[src/rhsm_pkg.sv]
`timescale 1ns / 1ps

package rhsm_pkg;

    localparam int MAX_PATTERN = 64;
    localparam int PIDX_W      = $clog2(MAX_PATTERN);
    localparam int LEN_W       = 7;
    localparam int CNT_W       = 21;
    localparam int HASH_W      = 30;

    localparam logic [CNT_W-1:0]  MAX_TEXT   = 21'd1048576;
    localparam logic [LEN_W-1:0]  LEN_MAX    = 7'd64;
    localparam logic [HASH_W-1:0] MOD_M      = 30'd1000000007;
    localparam logic [31:0]       MOD_M2     = 32'd2000000014;
    localparam logic [31:0]       MOD_M3     = 32'd3000000021;
    // 2^30 mod M, used to fold the high bits of a product
    localparam logic [26:0]       FOLD_C     = 27'd73741817;
    localparam logic [7:0]        SYM_BIAS   = 8'd96;

    typedef enum logic [3:0] {
        S_IDLE,
        S_PREP,
        S_TOP_INIT,
        S_TOP_LOOP,
        S_MUL1,
        S_MUL2,
        S_MUL3,
        S_MUL4,
        S_ADD,
        S_CHECK,
        S_VISSUE,
        S_VLOOP,
        S_DONE,
        S_DONE_HIT
    } state_t;

    typedef struct packed {
        logic latch;
        logic prep;
        logic top_init;
        logic top_step;
        logic add;
        logic vclr;
        logic vinc;
        logic verify;
        logic out_load;
        logic res_match;
    } cmd_t;

    typedef struct packed {
        logic is_text;
        logic need_top;
        logic step_zero;
        logic step_end;
        logic hit;
        logic mismatch;
        logic out_free;
    } sts_t;

    function automatic logic [HASH_W-1:0] mod_add(input logic [HASH_W-1:0] a,
                                                  input logic [HASH_W-1:0] b);
        logic [HASH_W:0] s;
        s = {1'b0, a} + {1'b0, b};
        if (s >= {1'b0, MOD_M})
        begin
            s = s - {1'b0, MOD_M};
        end
        return s[HASH_W-1:0];
    endfunction

    function automatic logic [HASH_W-1:0] mod_dbl(input logic [HASH_W-1:0] a);
        return mod_add(a, a);
    endfunction

    // times the inverse of 2
    function automatic logic [HASH_W-1:0] mod_half(input logic [HASH_W-1:0] a);
        logic [HASH_W:0] s;
        s = {1'b0, a};
        if (a[0])
        begin
            s = s + {1'b0, MOD_M};
        end
        return s[HASH_W:1];
    endfunction

endpackage

[src/rhsm_ram.sv]
`timescale 1ns / 1ps

module rhsm_ram #(
    parameter int WIDTH = 8,
    parameter int DEPTH = 64,
    localparam int ADDR_W = $clog2(DEPTH)
) (
    input  logic              clk,
    input  logic              we,
    input  logic [ADDR_W-1:0] waddr,
    input  logic [WIDTH-1:0]  wdata,
    input  logic [ADDR_W-1:0] raddr,
    output logic [WIDTH-1:0]  rdata
);

    logic [WIDTH-1:0] mem_reg [DEPTH];
    logic [WIDTH-1:0] rdata_reg;

    always_ff @(posedge clk)
    begin
        if (we)
        begin
            mem_reg[waddr] <= wdata;
        end
        rdata_reg <= mem_reg[raddr];
    end

    assign rdata = rdata_reg;

endmodule

[src/rhsm_ctrl.sv]
`timescale 1ns / 1ps

module rhsm_ctrl import rhsm_pkg::*; (
    input  logic clk,
    input  logic rst_n,
    input  logic in_valid,
    output logic in_stall,
    input  sts_t sts,
    output cmd_t cmd
);

    state_t state_reg;
    state_t state_next;

    always_ff @(posedge clk or negedge rst_n)
    begin
        if (!rst_n)
        begin
            state_reg <= S_IDLE;
        end
        else
        begin
            state_reg <= state_next;
        end
    end

    always_comb
    begin
        state_next = state_reg;
        cmd        = '0;
        in_stall   = 1'b1;
        unique case (state_reg)
            S_IDLE:
            begin
                in_stall = 1'b0;
                if (in_valid)
                begin
                    cmd.latch  = 1'b1;
                    state_next = S_PREP;
                end
            end
            S_PREP:
            begin
                cmd.prep   = 1'b1;
                state_next = sts.need_top ? S_TOP_INIT : S_MUL1;
            end
            S_TOP_INIT:
            begin
                cmd.top_init = 1'b1;
                state_next   = S_TOP_LOOP;
            end
            S_TOP_LOOP:
            begin
                if (sts.step_zero)
                begin
                    state_next = S_MUL1;
                end
                else
                begin
                    cmd.top_step = 1'b1;
                end
            end
            S_MUL1: state_next = S_MUL2;
            S_MUL2: state_next = S_MUL3;
            S_MUL3: state_next = S_MUL4;
            S_MUL4: state_next = S_ADD;
            S_ADD:
            begin
                cmd.add    = 1'b1;
                state_next = S_CHECK;
            end
            S_CHECK:
            begin
                if (sts.is_text && sts.hit)
                begin
                    cmd.vclr   = 1'b1;
                    state_next = S_VISSUE;
                end
                else
                begin
                    state_next = S_DONE;
                end
            end
            S_VISSUE:
            begin
                cmd.verify = 1'b1;
                cmd.vinc   = 1'b1;
                state_next = S_VLOOP;
            end
            S_VLOOP:
            begin
                cmd.verify = 1'b1;
                priority if (sts.mismatch)
                begin
                    state_next = S_DONE;
                end
                else if (sts.step_end)
                begin
                    state_next = S_DONE_HIT;
                end
                else
                begin
                    cmd.vinc = 1'b1;
                end
            end
            S_DONE:
            begin
                if (sts.out_free)
                begin
                    cmd.out_load = 1'b1;
                    state_next   = S_IDLE;
                end
            end
            S_DONE_HIT:
            begin
                cmd.res_match = 1'b1;
                if (sts.out_free)
                begin
                    cmd.out_load = 1'b1;
                    state_next   = S_IDLE;
                end
            end
            default: state_next = S_IDLE;
        endcase
    end

endmodule

[src/rhsm_datapath.sv]
`timescale 1ns / 1ps

module rhsm_datapath import rhsm_pkg::*; (
    input  logic              clk,
    input  logic              rst_n,
    input  cmd_t              cmd,
    output sts_t              sts,
    input  logic              action,
    input  logic [7:0]        symbol,
    input  logic [PIDX_W-1:0] pattern_index,
    input  logic              text_start,
    input  logic              cfg_wr_en,
    input  logic [LEN_W-1:0]  cfg_wr_data,
    input  logic              out_stall,
    output logic              out_valid,
    output logic              match,
    output logic [CNT_W-1:0]  start_position,
    output logic              window_full
);

    logic              action_reg;
    logic [7:0]        sym_reg;
    logic [PIDX_W-1:0] pidx_reg;
    logic              tstart_reg;

    logic [LEN_W-1:0]  cfg_len_reg;
    logic [HASH_W-1:0] ph_reg;
    logic [HASH_W-1:0] lw_reg;
    logic [HASH_W-1:0] wh_reg;
    logic [HASH_W-1:0] tw_reg;
    logic [HASH_W-1:0] top_reg;
    logic [LEN_W-1:0]  top_len_reg;
    logic [CNT_W-1:0]  count_reg;
    logic [PIDX_W-1:0] rp_reg;
    logic [LEN_W-1:0]  step_reg;
    logic              out_valid_reg;
    logic              match_reg;
    logic [CNT_W-1:0]  start_reg;
    logic              full_reg;

    logic [37:0]       p1_reg;
    logic [34:0]       f1_reg;
    logic [31:0]       f2_reg;
    logic [HASH_W-1:0] term_reg;
    logic [HASH_W-1:0] hsub_reg;
    logic [HASH_W-1:0] half_reg;

    logic [LEN_W-1:0]  len;
    logic              fill;
    logic [HASH_W-1:0] weight;
    logic [7:0]        mag;
    logic              neg;
    logic [31:0]       red32;
    logic [HASH_W-1:0] red;
    logic [HASH_W-1:0] hsub_next;
    logic [HASH_W-1:0] sub_d;
    logic [7:0]        ring_q;
    logic [7:0]        store_q;
    logic [PIDX_W-1:0] ring_raddr;

    always_comb
    begin
        priority if (cfg_len_reg == '0)
        begin
            len = LEN_W'(1);
        end
        else if (cfg_len_reg > LEN_MAX)
        begin
            len = LEN_MAX;
        end
        else
        begin
            len = cfg_len_reg;
        end
    end

    assign fill = count_reg < CNT_W'(len);

    always_comb
    begin
        if (!action_reg)
        begin
            weight = (pidx_reg == '0) ? HASH_W'(1) : lw_reg;
        end
        else
        begin
            weight = fill ? tw_reg : top_reg;
        end
    end

    assign neg = sym_reg < SYM_BIAS;
    assign mag = neg ? (SYM_BIAS - sym_reg) : (sym_reg - SYM_BIAS);

    always_comb
    begin
        priority if (f2_reg >= MOD_M3)
        begin
            red32 = f2_reg - MOD_M3;
        end
        else if (f2_reg >= MOD_M2)
        begin
            red32 = f2_reg - MOD_M2;
        end
        else if (f2_reg >= 32'(MOD_M))
        begin
            red32 = f2_reg - 32'(MOD_M);
        end
        else
        begin
            red32 = f2_reg;
        end
    end
    assign red = red32[HASH_W-1:0];

    // window hash minus the value of the leaving byte
    always_comb
    begin
        sub_d = '0;
        if (ring_q < SYM_BIAS)
        begin
            hsub_next = mod_add(wh_reg, HASH_W'(SYM_BIAS - ring_q));
        end
        else
        begin
            sub_d = HASH_W'(ring_q - SYM_BIAS);
            if (wh_reg >= sub_d)
            begin
                hsub_next = wh_reg - sub_d;
            end
            else
            begin
                hsub_next = wh_reg + (MOD_M - sub_d);
            end
        end
    end

    // modular multiply pipeline, free running on stable operands
    always_ff @(posedge clk)
    begin
        p1_reg   <= 38'(mag) * 38'(weight);
        f1_reg   <= 35'(p1_reg[37:30]) * 35'(FOLD_C) + 35'(p1_reg[29:0]);
        f2_reg   <= 32'(f1_reg[34:30]) * 32'(FOLD_C) + 32'(f1_reg[29:0]);
        term_reg <= (neg && red != '0) ? (MOD_M - red) : red;
        hsub_reg <= hsub_next;
        half_reg <= mod_half(hsub_reg);
    end

    always_ff @(posedge clk)
    begin
        if (cmd.latch)
        begin
            action_reg <= action;
            sym_reg    <= symbol;
            pidx_reg   <= pattern_index;
            tstart_reg <= text_start;
        end
        if (cmd.out_load)
        begin
            match_reg <= cmd.res_match;
            start_reg <= cmd.res_match ? (count_reg - CNT_W'(len) + CNT_W'(1)) : '0;
            full_reg  <= !fill;
        end
    end

    always_ff @(posedge clk or negedge rst_n)
    begin
        if (!rst_n)
        begin
            cfg_len_reg   <= LEN_W'(1);
            ph_reg        <= '0;
            lw_reg        <= HASH_W'(1);
            wh_reg        <= '0;
            tw_reg        <= HASH_W'(1);
            top_reg       <= HASH_W'(1);
            top_len_reg   <= LEN_W'(1);
            count_reg     <= '0;
            rp_reg        <= '0;
            step_reg      <= '0;
            out_valid_reg <= 1'b0;
        end
        else
        begin
            if (cfg_wr_en)
            begin
                cfg_len_reg <= cfg_wr_data;
            end
            if (cmd.prep && action_reg && tstart_reg)
            begin
                wh_reg    <= '0;
                count_reg <= '0;
                rp_reg    <= '0;
                tw_reg    <= HASH_W'(1);
            end
            if (cmd.top_init)
            begin
                top_reg     <= HASH_W'(1);
                top_len_reg <= len;
                step_reg    <= len - LEN_W'(1);
            end
            if (cmd.top_step)
            begin
                top_reg  <= mod_dbl(top_reg);
                step_reg <= step_reg - LEN_W'(1);
            end
            if (cmd.vclr)
            begin
                step_reg <= '0;
            end
            if (cmd.vinc)
            begin
                step_reg <= step_reg + LEN_W'(1);
            end
            if (cmd.add)
            begin
                if (action_reg)
                begin
                    wh_reg <= mod_add(fill ? wh_reg : half_reg, term_reg);
                    rp_reg <= rp_reg + PIDX_W'(1);
                    if (count_reg < MAX_TEXT)
                    begin
                        count_reg <= count_reg + CNT_W'(1);
                        tw_reg    <= mod_dbl(tw_reg);
                    end
                end
                else
                begin
                    ph_reg <= mod_add((pidx_reg == '0) ? '0 : ph_reg, term_reg);
                    lw_reg <= mod_dbl((pidx_reg == '0) ? HASH_W'(1) : lw_reg);
                end
            end
            if (cmd.out_load)
            begin
                out_valid_reg <= 1'b1;
            end
            else if (out_valid_reg && !out_stall)
            begin
                out_valid_reg <= 1'b0;
            end
        end
    end

    assign ring_raddr = rp_reg - len[PIDX_W-1:0]
                        + (cmd.verify ? step_reg[PIDX_W-1:0] : PIDX_W'(0));

    rhsm_ram #(
        .WIDTH(8),
        .DEPTH(MAX_PATTERN)
    ) u_ring (
        .clk  (clk),
        .we   (cmd.add && action_reg),
        .waddr(rp_reg),
        .wdata(sym_reg),
        .raddr(ring_raddr),
        .rdata(ring_q)
    );

    rhsm_ram #(
        .WIDTH(8),
        .DEPTH(MAX_PATTERN)
    ) u_store (
        .clk  (clk),
        .we   (cmd.add && !action_reg),
        .waddr(pidx_reg),
        .wdata(sym_reg),
        .raddr(step_reg[PIDX_W-1:0]),
        .rdata(store_q)
    );

    assign sts.is_text   = action_reg;
    assign sts.need_top  = top_len_reg != len;
    assign sts.step_zero = step_reg == '0;
    assign sts.step_end  = step_reg == len;
    assign sts.hit       = !fill && (wh_reg == ph_reg);
    assign sts.mismatch  = ring_q != store_q;
    assign sts.out_free  = !out_valid_reg || !out_stall;

    assign out_valid      = out_valid_reg;
    assign match          = match_reg;
    assign start_position = start_reg;
    assign window_full    = full_reg;

endmodule

[src/rolling_hash_string_matcher_top.sv]
`timescale 1ns / 1ps
// Rabin-Karp string matcher.
// Input channel (in_valid/in_stall): one transaction per pattern symbol load
// (action 0) or text symbol (action 1). Output channel (out_valid/out_stall):
// exactly one result transaction per input transaction, in order.
// cfg_wr_en/cfg_wr_data set pattern_length; write only while idle.
// A hash hit adds an exact compare walk over the pattern and window memories.
// The first transaction after a pattern_length change first rebuilds the top
// weight 2^(m-1) by repeated doubling. Each transaction passes the four-stage
// modular multiply pipeline and the hash update behind it.
// in_stall is low only while the controller is idle; the next transaction is
// accepted while a finished result still waits in the output register.
// A stalled receiver holds the result; a second finished result waits
// inside the block until the output register frees.
// Reset: pattern length 1, hashes cleared, text position 0. Pattern and
// window memories hold no defined contents until written.
module rolling_hash_string_matcher_top import rhsm_pkg::*; (
    input  logic              clk,
    input  logic              rst_n,
    input  logic              in_valid,
    output logic              in_stall,
    input  logic              action,
    input  logic [7:0]        symbol,
    input  logic [PIDX_W-1:0] pattern_index,
    input  logic              text_start,
    output logic              out_valid,
    input  logic              out_stall,
    output logic              match,
    output logic [CNT_W-1:0]  start_position,
    output logic              window_full,
    input  logic              cfg_wr_en,
    input  logic [LEN_W-1:0]  cfg_wr_data
);

    cmd_t cmd;
    sts_t sts;

    rhsm_ctrl u_ctrl (
        .clk     (clk),
        .rst_n   (rst_n),
        .in_valid(in_valid),
        .in_stall(in_stall),
        .sts     (sts),
        .cmd     (cmd)
    );

    rhsm_datapath u_dp (
        .clk           (clk),
        .rst_n         (rst_n),
        .cmd           (cmd),
        .sts           (sts),
        .action        (action),
        .symbol        (symbol),
        .pattern_index (pattern_index),
        .text_start    (text_start),
        .cfg_wr_en     (cfg_wr_en),
        .cfg_wr_data   (cfg_wr_data),
        .out_stall     (out_stall),
        .out_valid     (out_valid),
        .match         (match),
        .start_position(start_position),
        .window_full   (window_full)
    );

endmodule

[config.mk]
export PLATFORM = sky130hd
export DESIGN_NAME = rolling_hash_string_matcher_top
export DESIGN_NICKNAME = d
export VERILOG_FILES = /design/src/rhsm_pkg.sv /design/src/rhsm_ram.sv /design/src/rhsm_ctrl.sv /design/src/rhsm_datapath.sv /design/src/rolling_hash_string_matcher_top.sv
export SDC_FILE = /design/constraint.sdc
export NUM_CORES = 2
export LEC_CHECK = 0
export BUFFER_PORTS_ARGS = -buffer_cell sky130_fd_sc_hd__buf_2
export CAP_MARGIN = 20
export CORE_MARGIN = 3
export CORE_UTILIZATION = 55
export CTS_CLUSTER_DIAMETER = 100
export DETAILED_ROUTE_END_ITERATION = 10
export PLACE_DENSITY = 0.71
export SETUP_SLACK_MARGIN = 0.1
export SLEW_MARGIN = 15
export SYNTH_ARGS = -nofsm -noshare
export SYNTH_HDL_FRONTEND = slang
export SYNTH_HIERARCHICAL = 1
export SYNTH_SLANG_ARGS = --single-unit
[constraint.sdc]
create_clock -name clk -period 17.8 [get_ports clk]
set_input_delay 3.56 -clock clk [delete_from_list [all_inputs] [get_ports clk]]
set_output_delay 3.56 -clock clk [all_outputs]
set_load 0.01 [all_outputs]
==> impl_metrics.py <==
metrics = {
    "outcome": {
        "status": "completed",
    },
    "timing": {
        "setup_viol": 0,
        "finalHoldViolCount": 0,
        "fmax_mhz": 105.4,
        "post-route-period-util": 0.5328,
        "tightest_slew_ns": 1.122,
        "skew_ns": 0.06148,
        "maxSlewViolCount": 0,
        "finalSetupTns_ns": 0,
        "maxSlewHeadroom": 0.2522,
        "period_needed_ns": 9.484,
        "grt_setup_unrepaired": "false",
    },
    "cts": {
        "cts_sinks": 1477,
        "clock_latency_ns": 0.82,
        "clock_path_buffers": 3,
        "h-tree-depth": 4,
        "cts_buffers": 151,
        "cts.clk_slew.worst_paths_ns": 0.06,
        "cts_hold_buf": 0,
        "cts_root_buf": "clkbuf_16",
        "cts_resized": 0,
        "post_cts_buffers": 0,
        "cts_tree": "done",
    },
    "synthesis": {
        "synthFlopType": "edfxtp_1",
        "synth_nets": 8289,
        "yosys_register_bits": 1477,
        "synth_area_leader_cell": "edfxtp_1",
        "async_flop_share": 0.1374,
        "netlist_top_cells_area": "edfxtp_1 36%, fa_1 6.8%, mux4_2 6.5%",
        "syn-instance-count": 7524,
        "synth_area_um2": 87890,
        "yosysSeqAreaShare": 0.4691,
        "ys_warn_count": 6,
        "synth.top_cell.area_share": 0.3632,
        "synth_edf_count": 1063,
        "avgSynthCellArea_um2": 11.68,
        "ys_types": 117,
    },
    "global_routing": {
        "grt_usage": 0.2653,
        "grt_max_degree": 116,
        "gr-total-overflow": 0,
        "grt_pass1_wl_um": 340700,
        "grt_pass1_vias": 58601,
        "antenna_found_initial": 14,
    },
    "critical_path": {
        "endpoint_kind": "flop",
        "critPathMaxFanout": 30,
        "arrival_ns": 10.17,
        "start_kind": "flop",
        "critical_path.max_stage_delay_ns": 0.65,
        "required_ns": 18.49,
        "cpMaxStageDelayCell": "a21oi_1",
        "crit_type": "flop to flop",
    },
    "floorplanning": {
        "start_util": 0.5543,
        "die_w_um": 405.8,
        "rows": 146,
        "core_area_um2": 158600,
        "dieArea_um2": 164600,
        "ios": 53,
        "die_h_um": 405.8,
    },
    "routing": {
        "routed.top_layer": "met5",
        "via_per_inst": 6.191,
        "num_vias": 60009,
        "route.detailed.drc": 0,
        "wl_met2_um": 101600,
        "wire_per_inst_um": 22.51,
        "firstDrtPassIters": 6,
        "wl_um": 218200,
        "routed-wl-met3_um": 16010,
        "detail-route-antenna-nets": 0,
        "drtIter0Drc": 5809,
        "wl_met1_um": 92580,
    },
    "placed_design": {
        "gp_congestion": 0.9331,
        "hpwl_um": 154000,
        "port_buffers": 52,
    },
    "run": {
        "maxCapViolCount": 0,
    },
    "pwr": {
        "ir_worst_vdd_mv": 0.1452,
        "power.density_nw_per_um2": 149.7,
        "finalPower_mw": 14.26,
        "p_leak_nw": 37.47,
    },
    "finish": {
        "seq_area_um2": 41240,
        "multi_input_area_um2": 43370,
        "final_cell_mix": "1063 x edfxtp_1, 643 x nor2_1, 537 x nand2_1",
        "drive_above_1_share": 0.1096,
        "finalNetCount": 8252,
        "final_common_cell": "edfxtp_1",
        "syn_to_final_growth_pct": 8.373,
        "fillers": 12454,
    },
    "worst_hold_path": {
        "hp-class": "flop to flop",
    },
}
## metal layers
metal,GRT usage,vias to the layer above
met4,0.09304,2
li1,-,27344
met5,0,-
met1,0.3710,29857
met3,0.04751,442
met2,0.4195,2364
## where the power goes
part	internal, mW	leakage [nW]	switching, mW
Clock	1.86	2.47	1.38
Combinational	2.68	21.0	3.91
Sequential	4.02	14.0	0.402
## metrics by stage
| step | setup WS [ns] | utilization | hold WS (ns) | cell area (µm²) | cells |
|---|---|---|---|---|---|
| final | 8.316 | 0.6007 | 0.3569 | 95250 | 9693 |
| after global routing | 7.683 | 0.6006 | 0.3667 | 95230 | 9682 |
| after CTS | 8.344 | 0.6003 | 0.3595 | 95180 | 9679 |
| after detailed placement | 8.426 | 0.5677 | 0.3436 | 90020 | 9404 |
| after global placement | 8.687 | 0.5677 | 0.3479 | 90020 | 9404 |
| after floorplan | 8.866 | - | 0.3987 | 87890 | 7524 |
## critical path: cells and delay by family (launching register included)
family	cells	cell delay, ns
buffers and inverters	4	0.56
flip-flops	1	0.48
multiplexers	1	0.43
AO/OA/AOI/OAI	17	3.89
adder cells (fa/ha/maj)	6	2.74
AND/OR/NAND/NOR	7	1.16
XOR/XNOR	1	0.13
## path summary, 6_finish.rpt
check | startpoint | to | slack (ns) | depth (start not counted)
worst max-delay path | u_dp/cfg_len_reg[6]$_DFFE_PN0P_ | u_dp/p1_reg[37]$_DFF_P_ | 8.32 | 36
worst min-delay path | u_dp/hsub_reg[1]$_DFF_P_ | u_dp/half_reg[0]$_DFF_P_ | 0.36 | 0
worst max register to register | u_dp/cfg_len_reg[6]$_DFFE_PN0P_ | u_dp/p1_reg[37]$_DFF_P_ | 8.32 | 36
worst min register to register | u_dp/hsub_reg[1]$_DFF_P_ | u_dp/half_reg[0]$_DFF_P_ | 0.36 | 0
max in group asynchronous | rst_n | u_dp/step_reg[1]$_DFFE_PN0P_ | 13.46 | 2
min in group asynchronous | rst_n | u_dp/ph_reg[25]$_DFFE_PN0P_ | 2.83 | 1
## cells in the mapped netlist (all sizes together), types with 31 or more instances
cell type / number
o21bai: 43
o31ai: 54
nand3: 150
nand4: 47
and3: 62
a21oi: 327
dfrtp: 198
dfxtp: 211
buf: 117
o21ai: 341
nor2b: 85
a31oi: 62
inv: 512
a21o: 120
edfxtp: 1063
nor4: 31
or2: 50
nor3: 140
mux2i: 80
o21a: 55
xnor2: 342
xor2: 168
clkbuf: 205
nor2: 646
nand2: 537
fa: 299
o211ai: 35
nand2b: 117
and2: 78
ha: 438
a211oi: 94
mux2: 91
mux4: 252
## kinds of logic after synthesis
family	Yosys count	synth area share
simple gates	2068	0.1123
fa+ha+maj	738	0.1306
xor+xnor	510	0.05091
flops	1477	0.4691
mux	423	0.08534
compound gates	1470	0.1124
buf+inv	838	0.03935
## cell type report
class | count | share of cell area
Multi-Input combinational cell | 5209 | 0.4553
Sequential cell | 1477 | 0.4330
Clock buffer | 206 | 0.04322
Tap cell | 2072 | 0.02722
Inverter | 516 | 0.02036
Clock inverter | 69 | 0.01101
Timing Repair Buffer | 132 | 0.009589
Antenna cell | 12 | 0.0003153
Power figures use the tool's default switching activity.
